<file path="src/rtl/core/sse_pkg.sv">
// Shared types, character codes and field-name tables for the event-stream parser.
package sse_pkg;

    typedef enum logic [3:0] {
        KIND_DATA_BYTE   = 4'd0,
        KIND_EVENT_START = 4'd1,
        KIND_EVENT_BYTE  = 4'd2,
        KIND_ID_START    = 4'd3,
        KIND_ID_BYTE     = 4'd4,
        KIND_ID_ACCEPT   = 4'd5,
        KIND_ID_REJECT   = 4'd6,
        KIND_RETRY_SET   = 4'd7,
        KIND_DISPATCH    = 4'd8,
        KIND_DISCARD     = 4'd9
    } kind_t;

    typedef enum logic [1:0] {
        PH_NAME   = 2'd0,
        PH_VALUE  = 2'd1,
        PH_IGNORE = 2'd2
    } phase_t;

    typedef enum logic [1:0] {
        FLD_DATA  = 2'd0,
        FLD_EVENT = 2'd1,
        FLD_ID    = 2'd2,
        FLD_RETRY = 2'd3
    } field_t;

    localparam logic [7:0] CH_NUL   = 8'h00;
    localparam logic [7:0] CH_LF    = 8'h0A;
    localparam logic [7:0] CH_CR    = 8'h0D;
    localparam logic [7:0] CH_SPACE = 8'h20;
    localparam logic [7:0] CH_ZERO  = 8'h30;
    localparam logic [7:0] CH_NINE  = 8'h39;
    localparam logic [7:0] CH_COLON = 8'h3A;

    localparam logic [2:0] NAME_COUNT_MAX = 3'd7;

    typedef struct packed {
        phase_t      phase;
        logic [2:0]  name_count;
        logic [3:0]  cands;
        field_t      field_code;
        logic        value_start;
        logic        cr_held;
        logic [31:0] retry_accum;
        logic        retry_ok;
        logic        retry_digit_seen;
        logic        id_nul_seen;
        logic        data_seen;
        logic [31:0] retry_value;
        logic        retry_valid;
    } state_t;

    typedef struct packed {
        kind_t       kind;
        logic [7:0]  value_byte;
        logic [31:0] retry_ms;
        logic        retry_known;
        logic        last;
    } result_t;

    // Up to two results produced by one byte, handed to the output buffer.
    typedef struct packed {
        logic        valid;
        logic [1:0]  cnt;
        result_t     r0;
        result_t     r1;
    } push_t;

    function automatic logic [2:0] cand_len(field_t c);
        logic [2:0] len;
        unique case (c)
            FLD_DATA:  len = 3'd4;
            FLD_EVENT: len = 3'd5;
            FLD_ID:    len = 3'd2;
            FLD_RETRY: len = 3'd5;
            default:   len = 3'd0;
        endcase
        return len;
    endfunction

    function automatic logic [7:0] cand_char(field_t c, logic [2:0] idx);
        logic [39:0] name;
        unique case (c)
            FLD_DATA:  name = {8'h00, "atad"};
            FLD_EVENT: name = "tneve";
            FLD_ID:    name = {24'h000000, "di"};
            FLD_RETRY: name = "yrter";
            default:   name = '0;
        endcase
        // names stored reversed so that character 0 sits in the low byte
        return (idx < 3'd5) ? name[idx*8 +: 8] : 8'h00;
    endfunction

endpackage

</file>
<file path="src/rtl/core/sse_if.sv">
// Stream channel interfaces: raw byte input and tagged result output.
interface sse_byte_if;
    logic       valid;
    logic       ready;
    logic [7:0] byte_in;

    modport source (output valid, output byte_in, input ready);
    modport sink   (input valid, input byte_in, output ready);
endinterface

interface sse_result_if;
    logic        valid;
    logic        ready;
    logic [3:0]  kind;
    logic [7:0]  value_byte;
    logic [31:0] retry_ms;
    logic        retry_known;
    logic        last;

    modport source (output valid, output kind, output value_byte, output retry_ms,
                    output retry_known, output last, input ready);
    modport sink   (input valid, input kind, input value_byte, input retry_ms,
                    input retry_known, input last, output ready);
endinterface

</file>
<file path="src/rtl/core/sse_step.sv">
// Per-byte parse step: next parser state and up to two results for one byte.
module sse_step (
    input  sse_pkg::state_t state,
    input  logic [7:0]      byte_in,
    output sse_pkg::state_t state_next,
    output sse_pkg::push_t  push
);
    import sse_pkg::*;

    typedef struct packed {
        state_t     st;
        logic [1:0] cnt;
        result_t    r0;
        result_t    r1;
    } ctx_t;

    function automatic ctx_t emit(ctx_t x, kind_t k, logic [7:0] vb);
        ctx_t    y;
        result_t r;
        y = x;
        r.kind        = k;
        r.value_byte  = (k == KIND_DATA_BYTE || k == KIND_EVENT_BYTE || k == KIND_ID_BYTE)
                        ? vb : 8'd0;
        r.retry_ms    = (k == KIND_RETRY_SET || k == KIND_DISPATCH)
                        ? x.st.retry_value : 32'd0;
        r.retry_known = x.st.retry_valid;
        r.last        = 1'b0;
        if (x.cnt == 2'd0)
        begin
            y.r0  = r;
            y.cnt = 2'd1;
        end
        else if (x.cnt == 2'd1)
        begin
            y.r1  = r;
            y.cnt = 2'd2;
        end
        return y;
    endfunction

    // {found, code}; the lowest live candidate of matching length wins
    function automatic logic [2:0] match_name(state_t s);
        logic [2:0] m;
        m = 3'b000;
        for (int c = 3; c >= 0; c--)
        begin
            if (s.cands[c] && s.name_count == cand_len(field_t'(c[1:0])))
                m = {1'b1, c[1:0]};
        end
        return m;
    endfunction

    function automatic state_t name_byte(state_t s, logic [7:0] b);
        state_t t;
        t = s;
        for (int c = 0; c < 4; c++)
        begin
            if (s.cands[c] && (s.name_count >= cand_len(field_t'(c[1:0])) ||
                cand_char(field_t'(c[1:0]), s.name_count) != b))
                t.cands[c] = 1'b0;
        end
        if (s.name_count < NAME_COUNT_MAX)
            t.name_count = s.name_count + 3'd1;
        return t;
    endfunction

    function automatic ctx_t open_field(ctx_t x, field_t f);
        ctx_t y;
        y = x;
        y.st.phase      = PH_VALUE;
        y.st.field_code = f;
        unique case (f)
            FLD_DATA:
            begin
                if (x.st.data_seen)
                    y = emit(y, KIND_DATA_BYTE, CH_LF);
                y.st.data_seen = 1'b1;
            end
            FLD_EVENT: y = emit(y, KIND_EVENT_START, 8'd0);
            FLD_ID:    y = emit(y, KIND_ID_START, 8'd0);
            FLD_RETRY: y = y;
            default:   y = y;
        endcase
        return y;
    endfunction

    function automatic ctx_t close_field(ctx_t x);
        ctx_t y;
        y = x;
        if (x.st.field_code == FLD_ID)
        begin
            y = emit(y, x.st.id_nul_seen ? KIND_ID_REJECT : KIND_ID_ACCEPT, 8'd0);
        end
        else if (x.st.field_code == FLD_RETRY && x.st.retry_ok && x.st.retry_digit_seen)
        begin
            y.st.retry_value = x.st.retry_accum;
            y.st.retry_valid = 1'b1;
            y = emit(y, KIND_RETRY_SET, 8'd0);
        end
        return y;
    endfunction

    function automatic state_t clear_line(state_t s);
        state_t t;
        t = s;
        t.phase            = PH_NAME;
        t.name_count       = 3'd0;
        t.cands            = 4'hF;
        t.field_code       = FLD_DATA;
        t.value_start      = 1'b1;
        t.cr_held          = 1'b0;
        t.retry_accum      = 32'd0;
        t.retry_ok         = 1'b1;
        t.retry_digit_seen = 1'b0;
        t.id_nul_seen      = 1'b0;
        return t;
    endfunction

    function automatic ctx_t plain_byte(ctx_t x, logic [7:0] b);
        ctx_t        y;
        logic [2:0]  m;
        logic [35:0] n;
        logic [7:0]  digit;
        y     = x;
        m     = match_name(x.st);
        digit = b - CH_ZERO;
        n     = ({4'd0, x.st.retry_accum} << 3) + ({4'd0, x.st.retry_accum} << 1)
              + {32'd0, digit[3:0]};
        unique case (x.st.phase)
            PH_NAME:
            begin
                if (b == CH_COLON)
                begin
                    if (!m[2])
                        y.st.phase = PH_IGNORE;
                    else
                        y = open_field(y, field_t'(m[1:0]));
                end
                else
                begin
                    y.st = name_byte(x.st, b);
                end
            end
            PH_VALUE:
            begin
                y.st.value_start = 1'b0;
                if (!(x.st.value_start && b == CH_SPACE))
                begin
                    unique case (x.st.field_code)
                        FLD_DATA:  y = emit(y, KIND_DATA_BYTE, b);
                        FLD_EVENT: y = emit(y, KIND_EVENT_BYTE, b);
                        FLD_ID:
                        begin
                            if (b == CH_NUL)
                                y.st.id_nul_seen = 1'b1;
                            y = emit(y, KIND_ID_BYTE, b);
                        end
                        FLD_RETRY:
                        begin
                            if (x.st.retry_ok)
                            begin
                                if (b < CH_ZERO || b > CH_NINE)
                                begin
                                    y.st.retry_ok = 1'b0;
                                end
                                else
                                begin
                                    y.st.retry_digit_seen = 1'b1;
                                    if (n[35:32] != 4'd0)
                                        y.st.retry_ok = 1'b0;
                                    else
                                        y.st.retry_accum = n[31:0];
                                end
                            end
                        end
                        default: y = y;
                    endcase
                end
            end
            default: y = y;
        endcase
        return y;
    endfunction

    function automatic ctx_t finish_line(ctx_t x);
        ctx_t       y;
        logic [2:0] m;
        y = x;
        m = match_name(x.st);
        if (x.st.phase == PH_NAME)
        begin
            if (x.st.name_count == 3'd0)
            begin
                y = emit(y, x.st.data_seen ? KIND_DISPATCH : KIND_DISCARD, 8'd0);
                y.st.data_seen = 1'b0;
            end
            else if (m[2])
            begin
                y = open_field(y, field_t'(m[1:0]));
            end
        end
        if (y.st.phase == PH_VALUE)
            y = close_field(y);
        y.st = clear_line(y.st);
        return y;
    endfunction

    ctx_t x;

    always_comb
    begin
        x.st  = state;
        x.cnt = 2'd0;
        x.r0  = '0;
        x.r1  = '0;
        if (byte_in == CH_LF)
        begin
            x.st.cr_held = 1'b0;
            x = finish_line(x);
        end
        else
        begin
            if (state.cr_held)
            begin
                x.st.cr_held = 1'b0;
                x = plain_byte(x, CH_CR);
            end
            if (byte_in == CH_CR)
                x.st.cr_held = 1'b1;
            else
                x = plain_byte(x, byte_in);
        end
        if (x.cnt == 2'd1)
            x.r0.last = 1'b1;
        if (x.cnt == 2'd2)
            x.r1.last = 1'b1;
    end

    assign state_next = x.st;
    assign push.valid = (x.cnt != 2'd0);
    assign push.cnt   = x.cnt;
    assign push.r0    = x.r0;
    assign push.r1    = x.r1;

endmodule

</file>
<file path="src/rtl/core/sse_obuf.sv">
// Two-slot result register that plays out one or two results per byte.
module sse_obuf (
    input  logic                 clk,
    input  logic                 rst_n,
    input  sse_pkg::push_t       push,
    output logic                 free,
    sse_result_if.source         events
);
    import sse_pkg::*;

    result_t    slot0_reg, slot0_next;
    result_t    slot1_reg, slot1_next;
    logic [1:0] rem_reg, rem_next;
    logic       xfer;

    assign xfer = events.valid && events.ready;
    // room for a new pair: empty, or the last pending result leaves this cycle
    assign free = (rem_reg == 2'd0) || (rem_reg == 2'd1 && events.ready);

    always_comb
    begin
        rem_next   = rem_reg;
        slot0_next = slot0_reg;
        slot1_next = slot1_reg;
        if (push.valid)
        begin
            rem_next   = push.cnt;
            slot0_next = push.r0;
            slot1_next = push.r1;
        end
        else if (xfer)
        begin
            rem_next   = rem_reg - 2'd1;
            slot0_next = slot1_reg;
        end
    end

    always_ff @(posedge clk or negedge rst_n)
    begin
        if (!rst_n)
            rem_reg <= 2'd0;
        else
            rem_reg <= rem_next;
    end

    always_ff @(posedge clk)
    begin
        slot0_reg <= slot0_next;
        slot1_reg <= slot1_next;
    end

    assign events.valid       = (rem_reg != 2'd0);
    assign events.kind        = slot0_reg.kind;
    assign events.value_byte  = slot0_reg.value_byte;
    assign events.retry_ms    = slot0_reg.retry_ms;
    assign events.retry_known = slot0_reg.retry_known;
    assign events.last        = slot0_reg.last;

    a_no_overwrite: assert property (@(posedge clk) disable iff (!rst_n)
        push.valid |-> free)
        else $error("result pair loaded while results still pending");

    a_pair_follows: assert property (@(posedge clk) disable iff (!rst_n)
        (xfer && !events.last) |=> events.valid)
        else $error("second result of a byte went missing");

    a_rem_range: assert property (@(posedge clk) disable iff (!rst_n)
        rem_reg != 2'd3)
        else $error("pending result count out of range");

endmodule

</file>
<file path="src/rtl/core/sse_stream_parser.sv">
// Top level of the event-stream parser: input register, parse state and result buffer.
// Bytes enter one per cycle while the input is ready. Each byte is parsed in a single
// registered step and gives zero, one or two tagged results; the result port delivers
// one result per cycle while the receiver is ready, so a byte that yields two results
// (a held CR released ahead of a value byte, or the LF of an id line with no colon, which
// gives id start and id accept together) holds back the next byte with results until the
// second is taken. Bytes pass through the input register, and results through the result
// buffer. Strings are not stored: value bytes stream out and downstream logic buffers them.
module sse_stream_parser (
    input  logic          clk,
    input  logic          rst_n,
    sse_byte_if.sink      byte_stream,
    sse_result_if.source  events
);
    import sse_pkg::*;

    logic       in_valid_reg;
    logic [7:0] in_byte_reg;
    state_t     state_reg;
    state_t     state_next;
    push_t      step_push;
    push_t      obuf_push;
    logic       obuf_free;
    logic       step_fire;

    sse_step u_step (
        .state      (state_reg),
        .byte_in    (in_byte_reg),
        .state_next (state_next),
        .push       (step_push)
    );

    // bytes that produce nothing never wait on the result side
    assign step_fire = in_valid_reg && (obuf_free || !step_push.valid);
    assign byte_stream.ready = !in_valid_reg || step_fire;

    always_comb
    begin
        obuf_push       = step_push;
        obuf_push.valid = step_push.valid && step_fire;
    end

    sse_obuf u_obuf (
        .clk    (clk),
        .rst_n  (rst_n),
        .push   (obuf_push),
        .free   (obuf_free),
        .events (events)
    );

    always_ff @(posedge clk or negedge rst_n)
    begin
        if (!rst_n)
        begin
            in_valid_reg                 <= 1'b0;
            state_reg.phase              <= PH_NAME;
            state_reg.name_count         <= 3'd0;
            state_reg.cands              <= 4'hF;
            state_reg.field_code         <= FLD_DATA;
            state_reg.value_start        <= 1'b1;
            state_reg.cr_held            <= 1'b0;
            state_reg.retry_accum        <= 32'd0;
            state_reg.retry_ok           <= 1'b1;
            state_reg.retry_digit_seen   <= 1'b0;
            state_reg.id_nul_seen        <= 1'b0;
            state_reg.data_seen          <= 1'b0;
            state_reg.retry_value        <= 32'd0;
            state_reg.retry_valid        <= 1'b0;
        end
        else
        begin
            if (byte_stream.ready)
                in_valid_reg <= byte_stream.valid;
            if (step_fire)
                state_reg <= state_next;
        end
    end

    always_ff @(posedge clk)
    begin
        if (byte_stream.ready && byte_stream.valid)
            in_byte_reg <= byte_stream.byte_in;
    end

endmodule
</file>
<file path="src/flat_wrapper.sv">
// flat-port wrapper written by rule: the top's interface ports become plain ports
module sse_stream_parser_flat import sse_pkg::*;
  (clk, rst_n, byte_stream_valid, byte_stream_byte_in, byte_stream_ready, events_valid, events_kind, events_value_byte, events_retry_ms, events_retry_known, events_last, events_ready);
  sse_byte_if byte_stream_i ();
  sse_result_if events_i ();
  input  logic clk;
  input  logic rst_n;
  input wire logic [$bits(byte_stream_i.valid)-1:0] byte_stream_valid;
  input wire logic [$bits(byte_stream_i.byte_in)-1:0] byte_stream_byte_in;
  output wire logic [$bits(byte_stream_i.ready)-1:0] byte_stream_ready;
  output wire logic [$bits(events_i.valid)-1:0] events_valid;
  output wire logic [$bits(events_i.kind)-1:0] events_kind;
  output wire logic [$bits(events_i.value_byte)-1:0] events_value_byte;
  output wire logic [$bits(events_i.retry_ms)-1:0] events_retry_ms;
  output wire logic [$bits(events_i.retry_known)-1:0] events_retry_known;
  output wire logic [$bits(events_i.last)-1:0] events_last;
  input wire logic [$bits(events_i.ready)-1:0] events_ready;
  assign byte_stream_i.valid = byte_stream_valid;
  assign byte_stream_i.byte_in = byte_stream_byte_in;
  assign byte_stream_ready = byte_stream_i.ready;
  assign events_valid = events_i.valid;
  assign events_kind = events_i.kind;
  assign events_value_byte = events_i.value_byte;
  assign events_retry_ms = events_i.retry_ms;
  assign events_retry_known = events_i.retry_known;
  assign events_last = events_i.last;
  assign events_i.ready = events_ready;
  sse_stream_parser u_core (.clk(clk), .rst_n(rst_n), .byte_stream(byte_stream_i), .events(events_i));
endmodule
</file>
<file path="config.mk">
export PLATFORM = sky130hd
export DESIGN_NAME = sse_stream_parser_flat
export DESIGN_NICKNAME = d
export VERILOG_FILES = /design/src/rtl/core/sse_pkg.sv /design/src/rtl/core/sse_if.sv /design/src/rtl/core/sse_step.sv /design/src/rtl/core/sse_obuf.sv /design/src/rtl/core/sse_stream_parser.sv /design/src/flat_wrapper.sv
export SDC_FILE = /design/constraint.sdc
export NUM_CORES = 1
export LEC_CHECK = 0
export ABC_AREA = 1
export BUFFER_PORTS_ARGS = -buffer_cell sky130_fd_sc_hd__buf_2
export CORE_UTILIZATION = 57
export DETAILED_ROUTE_END_ITERATION = 7
export PLACE_DENSITY_LB_ADDON = 0.08
export SLEW_MARGIN = 20
export SYNTH_ARGS = -nofsm -noshare
export SYNTH_HDL_FRONTEND = slang
export SYNTH_SLANG_ARGS = --single-unit
</file>
<file path="constraint.sdc">
create_clock -name clk -period 5.4 [get_ports clk]
set_clock_uncertainty 0.2 [all_clocks]
set_input_delay 0.81 -clock clk [delete_from_list [all_inputs] [get_ports clk]]
set_output_delay 0.81 -clock clk [all_outputs]
set_load 0.05 [all_outputs]
</file>
**Word level (Yosys, flattened, before mapping)**

Cells that the tools add are included.

- Flip-flop bits (word level): 185
- Bits of input ports: 12
- Output and inout bits: 48
- Word-level logic and storage cells: 313

- Add/sub/neg operators: 6
- Magnitude comparators: 12
- Equal/unequal tests: 44
- Shift operators: 8
- Muxes and demuxes: 160
- Reductions and logical operators: 57

Operators with widths:

| kind | number |
|---|---|
| 176-bit one-hot mux with 4 select lines | 2 |
| 46-bit 2-to-1 mux | 26 |
| 40-bit 2-to-1 mux | 28 |
| 176-bit 2-to-1 mux | 6 |
| 129-bit one-hot mux with 3 select lines | 1 |
| 127-bit 2-to-1 mux | 3 |
| 176-bit one-hot mux with 2 select lines | 1 |
| 174-bit 2-to-1 mux | 2 |
| 163-bit 2-to-1 mux | 2 |
| 40-bit by 7-bit indexed part select with 8-bit output | 8 |
| 93-bit one-hot mux with 3 select lines | 1 |
| 94-bit 2-to-1 mux | 2 |
| 93-bit 2-to-1 mux | 2 |
| 80-bit one-hot mux with 2 select lines | 1 |
| 34-bit one-hot mux with 2 select lines | 2 |
| 3-bit 2-to-1 mux | 43 |
| 32-bit 2-to-1 mux | 4 |
| 82-bit 2-to-1 mux | 1 |
| 8-bit 2-to-1 mux | 8 |
| 35-bit by 33-bit adder with 36-bit output | 1 |
| 36-bit by 4-bit adder with 36-bit output | 1 |
| 34-bit 2-to-1 mux | 1 |
| 8-bit by 4-bit inequality test with 1-bit output, second input constant | 4 |
| 8-bit inequality test | 4 |
| 28 further kinds | 133 |

**Longest topological paths before layout**

Gate-level depths: netlist of the first run.

- Depth after elaboration: 34
- Gate-level depth with buffers: 27
- Depth with buffers taken out: 23

**Cells and area by module**

Synthesis of the first run repeated with hierarchy kept, for this count alone.

- Cells, all modules: 1,934
- Area, all modules: 13,711.9 um^2

By module, submodules not included:

| module | times used | cells an instance | area an instance (um^2) | sequential area each (um^2) |
|---|---|---|---|---|
| sse_step | 1 | 1,299 | 6,671.4 | 0.0 |
| sse_stream_parser | 1 | 372 | 3,542.1 | 2,324.7 |
| sse_obuf | 1 | 263 | 3,498.4 | 2,812.7 |

**Worst setup path before layout of the first run**

No wires, ideal clock.

- Path type: reg2reg
- Start point: register u_core.state_reg[77] (netlist name)
- End point: register u_core.u_obuf.slot0_reg (netlist bit u_core.u_obuf.events.kind[0]), enable pin
- Library setup time: 406 ps
- Arrival time: 4,469 ps
- Required time: 4,794 ps
- Setup slack: 325 ps
- Cell stages (with the launch flop): 23
- Path buffers: 4
- Period minus slack after synthesis: 5,075 ps
- Cells stage by stage: dfrtp_1 inv_1 ha_1 nand3_1 nand2_2 nor2_1 inv_1 ha_1 a21oi_1 o21bai_2 nand2_2 buf_6 clkbuf_1 buf_1 ha_1 inv_1 nand3_1 nand3_1 nand2_1 nand3_4 nand3_4 buf_2 nand2_1

- Cells in the longest elaborated chain, start to end: 29
- Elaborated cells on any way between the ends: 97
- Those cells by class: add/sub (1); order compare (5); eq/ne (20); shift (4); mux (39); reduce/logical (28)

RTL lines:

| what | RTL line | RTL |
|---|---|---|
| from (decl) | sse_stream_parser.sv:19 | `state_t state_reg;` |
| from (signal assigned) | sse_stream_parser.sv:75 | `state_reg <= state_next;` |
| 40-bit by 7-bit indexed part select with 8-bit output / 3-bit less-than comparator (equally long branches) | sse_pkg.sv:94 | `return (idx < 3'd5) ? name[idx*8 +: 8] : 8'h00;` |
| 8-bit 2-to-1 mux | sse_pkg.sv:94 |  |
| 8-bit by 4-bit inequality test with 1-bit output | sse_step.sv:59 | `cand_char(field_t'(c[1:0]), s.name_count) != b))` |
| 1-bit logical OR | sse_step.sv:58 | `if (s.cands[c] && (s.name_count >= cand_len(field_t'(c[1:0])) \|\|` |
| 1-bit logical AND | sse_step.sv:58 |  |
| 1-bit 2-to-1 mux | sse_step.sv:58 |  |
| 80-bit one-hot mux with 2 select lines | sse_step.sv:129 | `unique case (x.st.phase)` |
| 174-bit 2-to-1 mux | sse_step.sv:223 | `if (state.cr_held)` |
| [13 not listed] | n/a |  |
| 163-bit 2-to-1 mux | sse_step.sv:228 | `if (byte_in == CH_CR)` |
| 176-bit 2-to-1 mux (*) | sse_step.sv:216 | `if (byte_in == CH_LF)` |
| 2-bit nonzero test (*) | sse_step.sv:240 | `assign push.valid = (x.cnt != 2'd0);` |
| 1-bit zero test | sse_stream_parser.sv:34 | `assign step_fire = in_valid_reg && (obuf_free \|\| !step_push.valid);` |
| 1-bit logical OR | sse_stream_parser.sv:34 |  |
| 1-bit logical AND | sse_stream_parser.sv:34 |  |
| 1-bit logical AND (*) | sse_stream_parser.sv:40 | `obuf_push.valid = step_push.valid && step_fire;` |
| 2-bit nonzero test (no source line) (*) | n/a |  |
| to (signal assigned) | sse_obuf.sv:48 | `slot0_reg <= slot0_next;` |
| to (decl) | sse_obuf.sv:11 | `result_t slot0_reg, slot0_next;` |

Mark *: on every way between the ends. The rest lies on a longest branch, timed or not. The select of a mux whose other input is x is not followed.
A chain may end at the register's enable or synchronous reset.

**Worst setup path in the final report of the first run**

- Start point: register u_core.state_reg[77] (netlist name)
- End point: output port byte_stream_ready

- Cells in the longest elaborated chain, start to end: 28
- Elaborated cells on any way between the ends: 96
- Those cells by class: add/sub (1); order compare (5); eq/ne (20); shift (4); mux (39); reduce/logical (27)

RTL lines:

| what | RTL line | RTL |
|---|---|---|
| 40-bit by 7-bit indexed part select with 8-bit output / 3-bit less-than comparator (equally long branches) | sse_pkg.sv:94 |  |
| 8-bit 2-to-1 mux | sse_pkg.sv:94 |  |
| 8-bit by 4-bit inequality test with 1-bit output | sse_step.sv:59 |  |
| 1-bit logical OR | sse_step.sv:58 |  |
| 1-bit logical AND | sse_step.sv:58 |  |
| 1-bit 2-to-1 mux | sse_step.sv:58 |  |
| 80-bit one-hot mux with 2 select lines | sse_step.sv:129 |  |
| 174-bit 2-to-1 mux | sse_step.sv:223 |  |
| [12 not listed] | n/a |  |
| 176-bit one-hot mux with 2 select lines | sse_step.sv:129 |  |
| 163-bit 2-to-1 mux | sse_step.sv:228 |  |
| 176-bit 2-to-1 mux (*) | sse_step.sv:216 |  |
| 2-bit nonzero test (*) | sse_step.sv:240 |  |
| 1-bit zero test (*) | sse_stream_parser.sv:34 |  |
| 1-bit logical OR (*) | sse_stream_parser.sv:34 |  |
| 1-bit logical AND (*) | sse_stream_parser.sv:34 |  |
| 1-bit logical OR (*) | sse_stream_parser.sv:35 | `assign byte_stream.ready = !in_valid_reg \|\| step_fire;` |
| to (decl) | flat_wrapper.sv:10 | `output wire logic [$bits(byte_stream_i.ready)-1:0] byte_stream_ready;` |

Marked as above.

==> metrics, run 1 <==
Tightest Pin Transition ~790 ps; Placed Cells incl. Taps roughly 2000; Wirelength per Cell approximately 17 um; final net count 1787; Cell Rows 54; CTS tree done; crit path setup slack, layout about 350 ps; ys async rst share 0.462; Util after Layout 0.633; clock-pin slew of the registers on the worst-case setup and hold paths about 80 ps; EDFF count, synth 99; Ys Warns 0; Yosys cell types 55; final setup fails 0; via count 11200; Clock Tree Root clkbuf_16; TritonRoute pass-1 iters 6; multi-input logic area ~6600 um^2; routed wire length 33800 um; area delta synth->final 8.40%; Final ANT Viol Nets 0; Worst path top cell family by delay simple AND/OR/NAND/NOR gates; All-Layer GR Usage 0.306; Slowest Stage Delay on Critical Path about 450 ps; Die Y-Extent approximately 150 um; CTS max path bufs 2; top cell type's share of synthesized area 0.233; Reg area around 5000 um^2; Layout Cells excl Fill around 2000; Synth top cells by count 489 x nand2_1, 170 x inv_1, 135 x nor2_1, 100 x nand3_1, 99 x edfxtp_1; die width roughly 150 um; Initial Utilization 0.584; Post-DP Area 13300 um^2; gr ovfl total 0; WP data arrival between 4000 and 5000 ps; Crit Reg-Reg Endpoint u_core.u_obuf.events.retry_ms[24]$_DFFE_PP_; max FFs per register a little over 80; ANT cells 0; Worst EP required about 4400 ps; Syn Area/Cell 7.74 um^2; TritonCTS buffer count 17; initial antenna violation count 0; RSZ-0062 raised after global routing no; I/O pin total 60; final-layout fill cell count around 1900; DP Wirelength between 20000 and 30000 um; later-pin clock latency in the skew report 440 ps; share of cells above drive strength 1 0.116; drt drc 0; Final Max Tran Viols 0; status finished clean; final number of hold-violating endpoints 0; slew margin rel. 0.467; Pwr per Cell Area about 300 nW/um^2; Worst Setup SP u_core.state_reg[77]$_DFFE_PN0P_; # Max-Cap Violations 0; static leakage 6.67 nW; Crit Path Category flop to output port; crit share post-route 0.935; DR vias/cell between 5 and 6; WP buf/inv 5; Clock Sinks approximately 180; placer congestion estimate about 0.99; Sum Neg Setup Slack 0 ps; Mapped Area 12800 um^2; CP Launch Type flop; Core ar. roughly 22000 um^2; #FFs+latches synth around 180; WHS approximately 210 ps; Port Buf Inserts 59; crit path cell chain inv_1 -> ha_1 -> nand3_1 -> nand2_2 -> nor2_2 -> inv_1 -> ha_1 -> a21oi_1 -> o21bai_2 -> nand2_2 -> clkinv_1 -> buf_4 -> ha_1 -> nor2_2 -> nor2_2 -> nor2_4 -> nand3_4 -> nand3_1 -> buf_2; largest net degree at the start of global routing 51; critical path's slowest cell dfrtp_1; DRT iter0 DRCs 856; RR Startpoint u_core.state_reg[77]$_DFFE_PN0P_; Post-Synthesis Cells roughly 1700; sequential fraction of the synthesis area 0.399; FMAX approximately 0.20 GHz; Mapped Nets around 1800; main area contributors after synthesis edfxtp_1 23%, dfrtp_1 15%, nand2_1 14%; CTS H-tree depth 4; dpl ws approximately 550 ps; worst min-delay path category primary input to async pin; cell with the most instances after synthesis nand2_1; number of global-route vias before repair around 10000; final instance area roughly 14000 um^2; Worst Reg2Reg Path Length in Cells 21; CP max FO 17; element type at the critical path end output port; worst-case vdd ir drop around 0.00019 V; r2r setup slk about 550 ps; post-route total power 4.20 mW; area leader, netlist edfxtp_1; clock period minus worst slack 5050 ps; global-route wire length before repair ~54000 um; ys flop type edfxtp_1; Die Area about 23000 um^2
-- cells by family (layout without fill, tap and decap cells) --
family          count (synthesis)  in the layout  share of synthesized area
fa+ha+maj                      87             87                     0.0863
xor+xnor                       22             22                     0.0151
buf+inv                       245            294                     0.0828
flops                         184            184                      0.399
simple gates                  867            867                      0.298
compound gates                247            247                      0.118
-- routing by layer --
layer	vias up	track usage	wire, um
li1	5567	-	-
met1	5118	0.487	16800
met2	462	0.433	13700
met3	28	0.0428	2890
met4	0	0.0678	369
met5	-	0	0
-- worst max-delay path by stage --
| stage | to | depth (start not counted) |
|---|---|---|
| 2_1_floorplan | u_core.u_obuf.events.kind[0]$_DFFE_PP_ | 22 |
| 3_3_place_gp | u_core.u_obuf.events.retry_ms[27]$_DFFE_PP_ | 22 |
| 3_5_place_dp | u_core.u_obuf.events.retry_ms[24]$_DFFE_PP_ | 21 |
| 4_1_cts | byte_stream_ready | 19 |
| 5_1_grt | byte_stream_ready | 20 |
| 6_report | byte_stream_ready | 19 |
-- power by group --
| part | internal [mW] | switching, mW | total (mW) |
|---|---|---|---|
| clock | 0.623 | 0.620 | 1.24 |
| sequential | 1.60 | 0.0577 | 1.66 |
| combinational | 0.320 | 0.975 | 1.29 |
| total | 2.55 | 1.65 | 4.20 |
-- timing repair --
action,CTS,global route
resized for setup,0,1
buffers inserted,0,0
endpoints found under the setup margin,0,2
hold buffers,0,0
-- layout make-up --
| type | count | area share |
|---|---|---|
| clock inverter | 15 | 0.0125 |
| sequential | 184 | 0.369 |
| clock buffer | 17 | 0.0307 |
| multi-input combinational | 1223 | 0.479 |
| inverter | 185 | 0.0503 |
| tap | 280 | 0.0253 |
| timing repair buffer | 77 | 0.0339 |
-- cell usage in the layout (no fill, tap or decap), types with 10 or more instances in the layout --
cell type,n
inv_2,11
inv_1,170
nor3_1,60
edfxtp_1,99
buf_2,58
nor2_1,132
xnor2_1,10
o21ai_0,83
o21ai_1,28
ha_1,85
dfrtp_1,79
clkbuf_16,17
nand2_1,488
buf_4,16
nand2_2,25
o21ai_2,12
xor2_1,12
nand4_1,24
nand3_1,100
o31a_1,16
a41oi_1,15
a21oi_1,56
Note: power is estimated with default switching activity, not from simulation.
==> inputs of run 2 (changes only) <==
--- a/config.mk
+++ b/config.mk
@@ -7,7 +7,7 @@
 export LEC_CHECK = 0
 export ABC_AREA = 1
 export BUFFER_PORTS_ARGS = -buffer_cell sky130_fd_sc_hd__buf_2
-export CORE_UTILIZATION = 57
+export CORE_UTILIZATION = 59
 export DETAILED_ROUTE_END_ITERATION = 7
 export PLACE_DENSITY_LB_ADDON = 0.08
 export SLEW_MARGIN = 20
==> constraint.sdc (replaced) <==
create_clock -name clk -period 6.1 [get_ports clk]
set_clock_uncertainty 0.2 [all_clocks]
set_input_delay 0.915 -clock clk [delete_from_list [all_inputs] [get_ports clk]]
set_output_delay 0.915 -clock clk [all_outputs]
set_load 0.05 [all_outputs]
==> run 2 against run 1 <==
Effect of this change: sequential share of layout area rose by 0.24 points; utilization rose by 1.8 points; critical path depth fell by 1; die area fell by 3.3%; clock-buffer cell count did not move; register-to-register slack improved by 420 ps; non-clock buffer count fell by 6; total power fell by 12%; final area fell by 0.64%; critical path type unchanged; critical endpoint unchanged.
==> metrics, run 2 (same netlist as run 1, synthesis figures left out) <==
grt met3 use 0.0615 (was 0.0428); number of global-route vias before repair 10300 (was 9990); Wirelength per Cell 16.9 um (was 17.1 um); largest net degree at the start of global routing 59 (was 51); Tightest Pin Transition 845 ps (was 793 ps); Worst EP required 4980 ps (was 4390 ps); I/O pin total 60 (unchanged); r2r setup slk 970 ps (was 550 ps); Final ANT Viol Nets 0 (unchanged); most common cell after layout, fill and taps aside nand2_1 (unchanged); Clock Sinks 184 (unchanged); CTS max path bufs 2 (unchanged); die width 149 um (was 152 um); crit share post-route 0.865; final setup fails 0 (unchanged); WP buf/inv 4 (was 5); dpl ws 1050 ps (was 549 ps); Most Frequent Cell on Critical Path ha_1; FMAX about 0.19 GHz; Sum Neg Setup Slack 0 ps (unchanged); Slowest Stage Delay on Critical Path 440 ps (was 450 ps); later-pin clock latency in the skew report 440 ps (about the same); gr ovfl total 0 (unchanged); via count 11200 (about the same); Setup Fix Bufs, Post-CTS 0 (unchanged); Clock Tree Root clkbuf_16 (unchanged); post-cts resize count 0 (unchanged); TritonCTS buffer count 17 (unchanged); WP data arrival 4160 ps (was 4040 ps); Final Max Tran Viols 0 (unchanged); WHS 179 ps (was 210 ps); worst-case vdd ir drop 0.000192 V (was 0.000187 V); placer congestion estimate 0.979 (was 0.995); DRT iter0 DRCs 1055 (was 856); status finished clean (unchanged); share of cells above drive strength 1 0.112 (was 0.116); element type at the critical path end output port (unchanged); CTS tree done (unchanged); WP depth 18 (was 19); Initial Utilization 0.604 (was 0.584); routed wire length 33400 um (was 33800 um); multi-input logic area 6640 um^2 (about the same); area delta synth->final 7.70% (was 8.40%); clock-pin slew of the registers on the worst-case setup and hold paths 80 ps (about the same); All-Layer GR Usage 0.313 (was 0.306); Reg area 5110 um^2 (unchanged); # Max-Cap Violations 0 (unchanged); final number of hold-violating endpoints 0 (unchanged); CP max FO 17 (unchanged); critical path's slowest cell dfrtp_1 (unchanged); worst min-delay path category primary input to async pin (unchanged); Worst Reg2Reg Path Length in Cells 22 (was 21); Pwr per Cell Area 268 nW/um^2 (was 303 nW/um^2); CTS H-tree depth 4 (unchanged); final-layout fill cell count 1849 (was 1946); commonest cells after routing, fill and taps aside 488 x nand2_1, 170 x inv_1, 133 x nor2_1, 100 x nand3_1, 99 x edfxtp_1 (was 488 x nand2_1, 170 x inv_1, 132 x nor2_1, 100 x nand3_1, 99 x edfxtp_1); drt drc 0 (unchanged); Core ar. 21200 um^2 (was 21900 um^2); ANT cells 0 (unchanged); max FFs per register 82 (unchanged); clock period minus worst slack between 5000 and 6000 ps; Worst path top cell family by delay simple AND/OR/NAND/NOR gates (unchanged); static leakage 6.64 nW (was 6.67 nW); slew margin rel. 0.432 (was 0.467); grt met1 use 0.482 (was 0.487); TritonRoute pass-1 iters 6 (unchanged); crit path setup slack, layout 825 ps (was 353 ps); Most Crowded Layer GR met1 (unchanged); Port Buf Inserts 59 (unchanged); final net count 1781 (was 1787); DR vias/cell 5.70 (was 5.64); Die Y-Extent 149 um (was 152 um); Crit Path Category flop to output port (unchanged); CP Launch Type flop (unchanged); crit path cell chain inv_1 -> ha_1 -> nand3_1 -> nand2_2 -> nor2_1 -> inv_1 -> ha_1 -> a21oi_1 -> o21bai_2 -> nand2_2 -> clkinv_1 -> ha_1 -> nor2_2 -> nor2_2 -> nor2_4 -> nand3_4 -> nand3_1 -> buf_2 (was inv_1 -> ha_1 -> nand3_1 -> nand2_2 -> nor2_2 -> inv_1 -> ha_1 -> a21oi_1 -> o21bai_2 -> nand2_2 -> clkinv_1 -> buf_4 -> ha_1 -> nor2_2 -> nor2_2 -> nor2_4 -> nand3_4 -> nand3_1 -> buf_2); CTS hold repair buffers 0 (unchanged); Cell Rows 53 (was 54); Crit Reg-Reg Endpoint u_core.state_reg[13]$_DFFE_PN0P_ (was u_core.u_obuf.events.retry_ms[24]$_DFFE_PP_); initial antenna violation count 0 (unchanged); DP Wirelength 25200 um (was 25900 um); RSZ-0062 raised after global routing no (unchanged); Die Area 22300 um^2 (was 23000 um^2); RR Startpoint u_core.state_reg[77]$_DFFE_PN0P_ (unchanged); global-route wire length before repair 54200 um (was 54000 um); global routing met2 resource utilization 0.450 (was 0.433)
-- run 2: changes by cell type in the layout (fill, tap and decap cells not counted) --
cell      delta
inv_6        -1
clkinv_8     -2
nor2_1       +1
inv_8        +2
nand2_4      +1
inv_12       +1
nand2_2      -1
buf_12       -3
buf_4        -3
nor2_2       -1
-- run 2: worst reg2reg max path: stages, from the launching register on --
cell	delay (ps)
dfrtp_1	440
inv_1	110
ha_1	220
nand3_1	160
nand2_2	130
nor2_1	290
inv_1	110
ha_1	310
a21oi_1	160
o21bai_2	90
nand2_2	60
clkinv_1	370
ha_1	390
nor2_2	110
nor2_2	70
nor2_4	120
nand3_4	140
nand2_4	150
nand2_4	180
nor2_4	560
buf_4	450
nand2_1	100
o21ai_1	100
-- run 2: how the worst max path moves through the flow --
| stage | to | startpoint | slack [ps] |
|---|---|---|---|
| after CTS | byte_stream_ready | u_core.state_reg[78]$_DFFE_PN0P_ | 840 |
| after global routing | byte_stream_ready | u_core.state_reg[77]$_DFFE_PN0P_ | 500 |
| final | byte_stream_ready | u_core.state_reg[77]$_DFFE_PN0P_ | 830 |
| after detailed placement | u_core.state_reg[13]$_DFFE_PN0P_ | u_core.state_reg[78]$_DFFE_PN0P_ | 1050 |
| after global placement | u_core.state_reg[13]$_DFFE_PN0P_ | u_core.state_reg[78]$_DFFE_PN0P_ | 1300 |
| after floorplan | u_core.u_obuf.events.kind[0]$_DFFE_PP_ | u_core.state_reg[77]$_DFFE_PN0P_ | 1030 |
-- run 2: report_power, final --
group          internal (mW)  total [mW]  switching (mW)
combinational          0.265        1.12           0.860
clock                  0.554        1.10           0.547
sequential              1.42        1.47          0.0500
total                   2.24        3.70            1.46
-- run 2: layout make-up --
cell class,instances,share of cell area
clock buffer,17,0.0309
clock inverter,15,0.0124
inverter,185,0.0506
multi-input combinational,1223,0.482
sequential,184,0.371
tap,275,0.0250
timing repair buffer,71,0.0282
-- run 2: metal layers --
metal | part of all wire | up-vias
met2 | 0.41 | 464
met3 | 0.085 | 36
li1 | - | 5546
met5 | 0 | -
met4 | 0.014 | 0
met1 | 0.49 | 5187
-- run 2: stage by stage --
stage | utilization | std cells | total power, mW | instance area, um^2
after global placement | 0.622 | 1938 | 2.59 | 13200
after detailed placement | 0.623 | 1938 | 2.61 | 13200
after global routing | 0.651 | 1970 | 3.88 | 13800
final | 0.651 | 1970 | 3.70 | 13800
after floorplan | - | 1652 | 2.38 | 12800
after CTS | 0.651 | 1970 | 3.70 | 13800
==> inputs of run 3 (changes only) <==
--- a/config.mk
+++ b/config.mk
@@ -5,7 +5,6 @@
 export SDC_FILE = /design/constraint.sdc
 export NUM_CORES = 1
 export LEC_CHECK = 0
-export ABC_AREA = 1
 export BUFFER_PORTS_ARGS = -buffer_cell sky130_fd_sc_hd__buf_2
 export CORE_UTILIZATION = 59
 export DETAILED_ROUTE_END_ITERATION = 7
==> run 3 against run 2 <==
Effect of this change: worst hold slack got worse by 60 ps; die area decreased by 8.7%; via count decreased by 19%; combinational power increased by 56%.
==> metrics, run 3 <==
Pwr per Cell Area 375 nW/um^2 (was 268 nW/um^2); Clock Tree Root clkbuf_16 (unchanged); #FFs+latches synth 184 (unchanged); Syn Area/Cell 10.2 um^2 (was 7.74 um^2); Worst Setup SP u_core.state_reg[69]$_DFFE_PN0P_ (was u_core.state_reg[77]$_DFFE_PN0P_); Worst EP required 4980 ps (about the same); Layout Cells excl Fill 1456 (was 1970); Initial Utilization 0.601 (was 0.604); Tightest Pin Transition 1100 ps (was 845 ps); FMAX 0.177 GHz (was 0.190 GHz); EDFF count, synth 99 (unchanged); largest net degree at the start of global routing 91 (was 59); crit share post-route 0.928 (was 0.865); final setup fails 0 (unchanged); Sum Neg Setup Slack 0 ps (unchanged); worst min-delay path category primary input to async pin (unchanged); Cell Rows 51 (was 53); post-cts resize count 0 (unchanged); static leakage 5.76 nW (was 6.64 nW); later-pin clock latency in the skew report 440 ps (about the same); All-Layer GR Usage 0.301 (was 0.313); RSZ-0062 raised after global routing no (unchanged); TritonCTS buffer count 17 (unchanged); main area contributors after synthesis edfxtp_1 25%, dfrtp_1 17%, ha_1 9.1% (was edfxtp_1 23%, dfrtp_1 15%, nand2_1 14%); Post-Synthesis Cells 1142 (was 1652); CTS H-tree depth 4 (unchanged); Final ANT Viol Nets 0 (unchanged); CP Launch Type flop (unchanged); Die Y-Extent 143 um (was 149 um); TritonRoute pass-1 iters 5 (was 6); crit path setup slack, layout 439 ps (was 825 ps); via count 9126 (was 11200); DP Wirelength 20600 um (was 25200 um); cell with the most instances after synthesis nand2_1 (unchanged); clock period minus worst slack 5660 ps (was 5270 ps); gr ovfl total 0 (unchanged); Ys Warns 0 (unchanged); Synth top cells by count 129 x nand2_1, 99 x edfxtp_1, 85 x ha_1, 85 x nor2_1, 79 x dfrtp_1 (was 489 x nand2_1, 170 x inv_1, 135 x nor2_1, 100 x nand3_1, 99 x edfxtp_1); most common cell after layout, fill and taps aside nand2_1 (unchanged); ys async rst share 0.462 (unchanged); Die Area 20300 um^2 (was 22300 um^2); DR vias/cell 6.27 (was 5.70); final net count 1277 (was 1781); r2r setup slk 690 ps (was 970 ps); status finished clean (unchanged); CP max FO 15 (was 17); Placed Cells incl. Taps 1424 (was 1938); RR Startpoint u_core.state_reg[77]$_DFFE_PN0P_ (unchanged); number of global-route vias before repair 8696 (was 10300); Crit Reg-Reg Endpoint u_core.state_reg[20]$_DFFE_PN0P_ (was u_core.state_reg[13]$_DFFE_PN0P_); max FFs per register 82 (unchanged); post-route total power 4.80 mW (was 3.70 mW); Clock Sinks 184 (unchanged); Yosys cell types 90 (was 55); commonest cells after routing, fill and taps aside 129 x nand2_1, 99 x edfxtp_1, 85 x nor2_1, 85 x ha_1, 79 x dfrtp_1 (was 488 x nand2_1, 170 x inv_1, 133 x nor2_1, 100 x nand3_1, 99 x edfxtp_1); area delta synth->final 9.86% (was 7.70%); Mapped Nets 1241 (was 1751); element type at the critical path end output port (unchanged); slew margin rel. 0.267 (was 0.432); ANT cells 0 (unchanged); CTS hold repair buffers 0 (unchanged); drt drc 0 (unchanged); final-layout fill cell count 1582 (was 1849); WP data arrival 4550 ps (was 4160 ps); placer congestion estimate 0.950 (was 0.979); Crit Path Category flop to output port (unchanged); initial antenna violation count 0 (unchanged); final number of hold-violating endpoints 0 (unchanged); # Max-Cap Violations 0 (unchanged); dpl ws 716 ps (was 1050 ps); Worst Reg2Reg Path Length in Cells 17 (was 22); I/O pin total 60 (unchanged); CTS max path bufs 2 (unchanged); Setup Fix Bufs, Post-CTS 0 (unchanged); Mapped Area 11700 um^2 (was 12800 um^2); CTS tree done (unchanged); share of cells above drive strength 1 0.165 (was 0.112); Port Buf Inserts 59 (unchanged); Core ar. 19400 um^2 (was 21200 um^2); DRT iter0 DRCs 849 (was 1055); area leader, netlist edfxtp_1 (unchanged); die width 143 um (was 149 um); clock-pin slew of the registers on the worst-case setup and hold paths 70 ps (was 80 ps); ys flop type edfxtp_1 (unchanged); global-route wire length before repair 47000 um (was 54200 um); routed wire length 29200 um (was 33400 um); Wirelength per Cell 20.1 um (was 16.9 um); top cell type's share of synthesized area 0.255 (was 0.233); sequential fraction of the synthesis area 0.438 (was 0.399); Final Max Tran Viols 0 (unchanged); worst-case vdd ir drop 0.000337 V (was 0.000192 V)
[run 3: cell count changes in the layout (fill, tap and decap cells not counted), moves of 36 or more]
cell	before	now
nand3_1	100	19
inv_1	170	34
nor3_1	60	24
nor2_1	133	85
and2_1	1	37
o31ai_1	2	39
nand2_1	488	129
[run 3: final cells by class]
class	count	area [um^2]	area share
Multi-Input combinational cell	862	6150	0.480
Tap cell	265	332	0.0259
Timing Repair Buffer	76	463	0.0361
Clock buffer	19	464	0.0362
Clock inverter	13	156	0.0122
Inverter	37	139	0.0108
Sequential cell	184	5110	0.399
[run 3: critical path: stages (launching register included)]
cell and delay, ps:
dfrtp_1 500, or3b_4 520, o21ai_0 290, nand2_1 180, inv_1 210, ha_1 350
nand2_1 110, nor4bb_1 450, nor3_1 110, nor4_2 380, o311ai_1 320, o2111ai_1 360
buf_2 320
[run 3: logic make-up (layout without fill, tap and decap cells)]
group | after synthesis | count (layout) | synth area share
and+or+nand+nor | 370 | 370 | 0.154
adders and majority gates | 87 | 87 | 0.0946
xor gates and xnor gates | 34 | 34 | 0.0255
buffers and inverters | 96 | 145 | 0.0372
AOI/OAI and AO/OA | 311 | 311 | 0.183
muxes | 60 | 60 | 0.0679
DFF | 184 | 184 | 0.438
[run 3: how the worst max path moves through the flow]
stage	end	slack, ps
2_1_floorplan	u_core.u_obuf.events.kind[0]$_DFFE_PP_	120
3_3_place_gp	u_core.state_reg[32]$_DFFE_PN0P_	900
3_5_place_dp	u_core.state_reg[20]$_DFFE_PN0P_	720
4_1_cts	byte_stream_ready	280
5_1_grt	byte_stream_ready	70
6_report	byte_stream_ready	440
[run 3: layer usage]
layer | GRT usage | vias to the layer above | wire length (um)
li1 | - | 4306 | -
met1 | 0.431 | 4430 | 13500
met2 | 0.472 | 341 | 13600
met3 | 0.0501 | 49 | 1650
met4 | 0.0809 | 0 | 481
met5 | 0 | - | 0
[run 3: metrics by stage]
step / utilization / instance area [um^2] / hold slack, ps
3_3_place_gp: 0.628 / 12200 / 263
5_1_grt: 0.660 / 12800 / 121
4_1_cts: 0.660 / 12800 / 116
3_5_place_dp: 0.628 / 12200 / 261
2_1_floorplan: - / 11700 / 242
6_report: 0.660 / 12800 / 118
[run 3: power breakdown]
| part | total, mW | switching (mW) | internal (mW) | leakage, nW |
|---|---|---|---|---|
| clock | 1.14 | 0.525 | 0.619 | 0.305 |
| sequential | 1.91 | 0.166 | 1.74 | 2.13 |
| combinational | 1.75 | 1.34 | 0.407 | 3.33 |
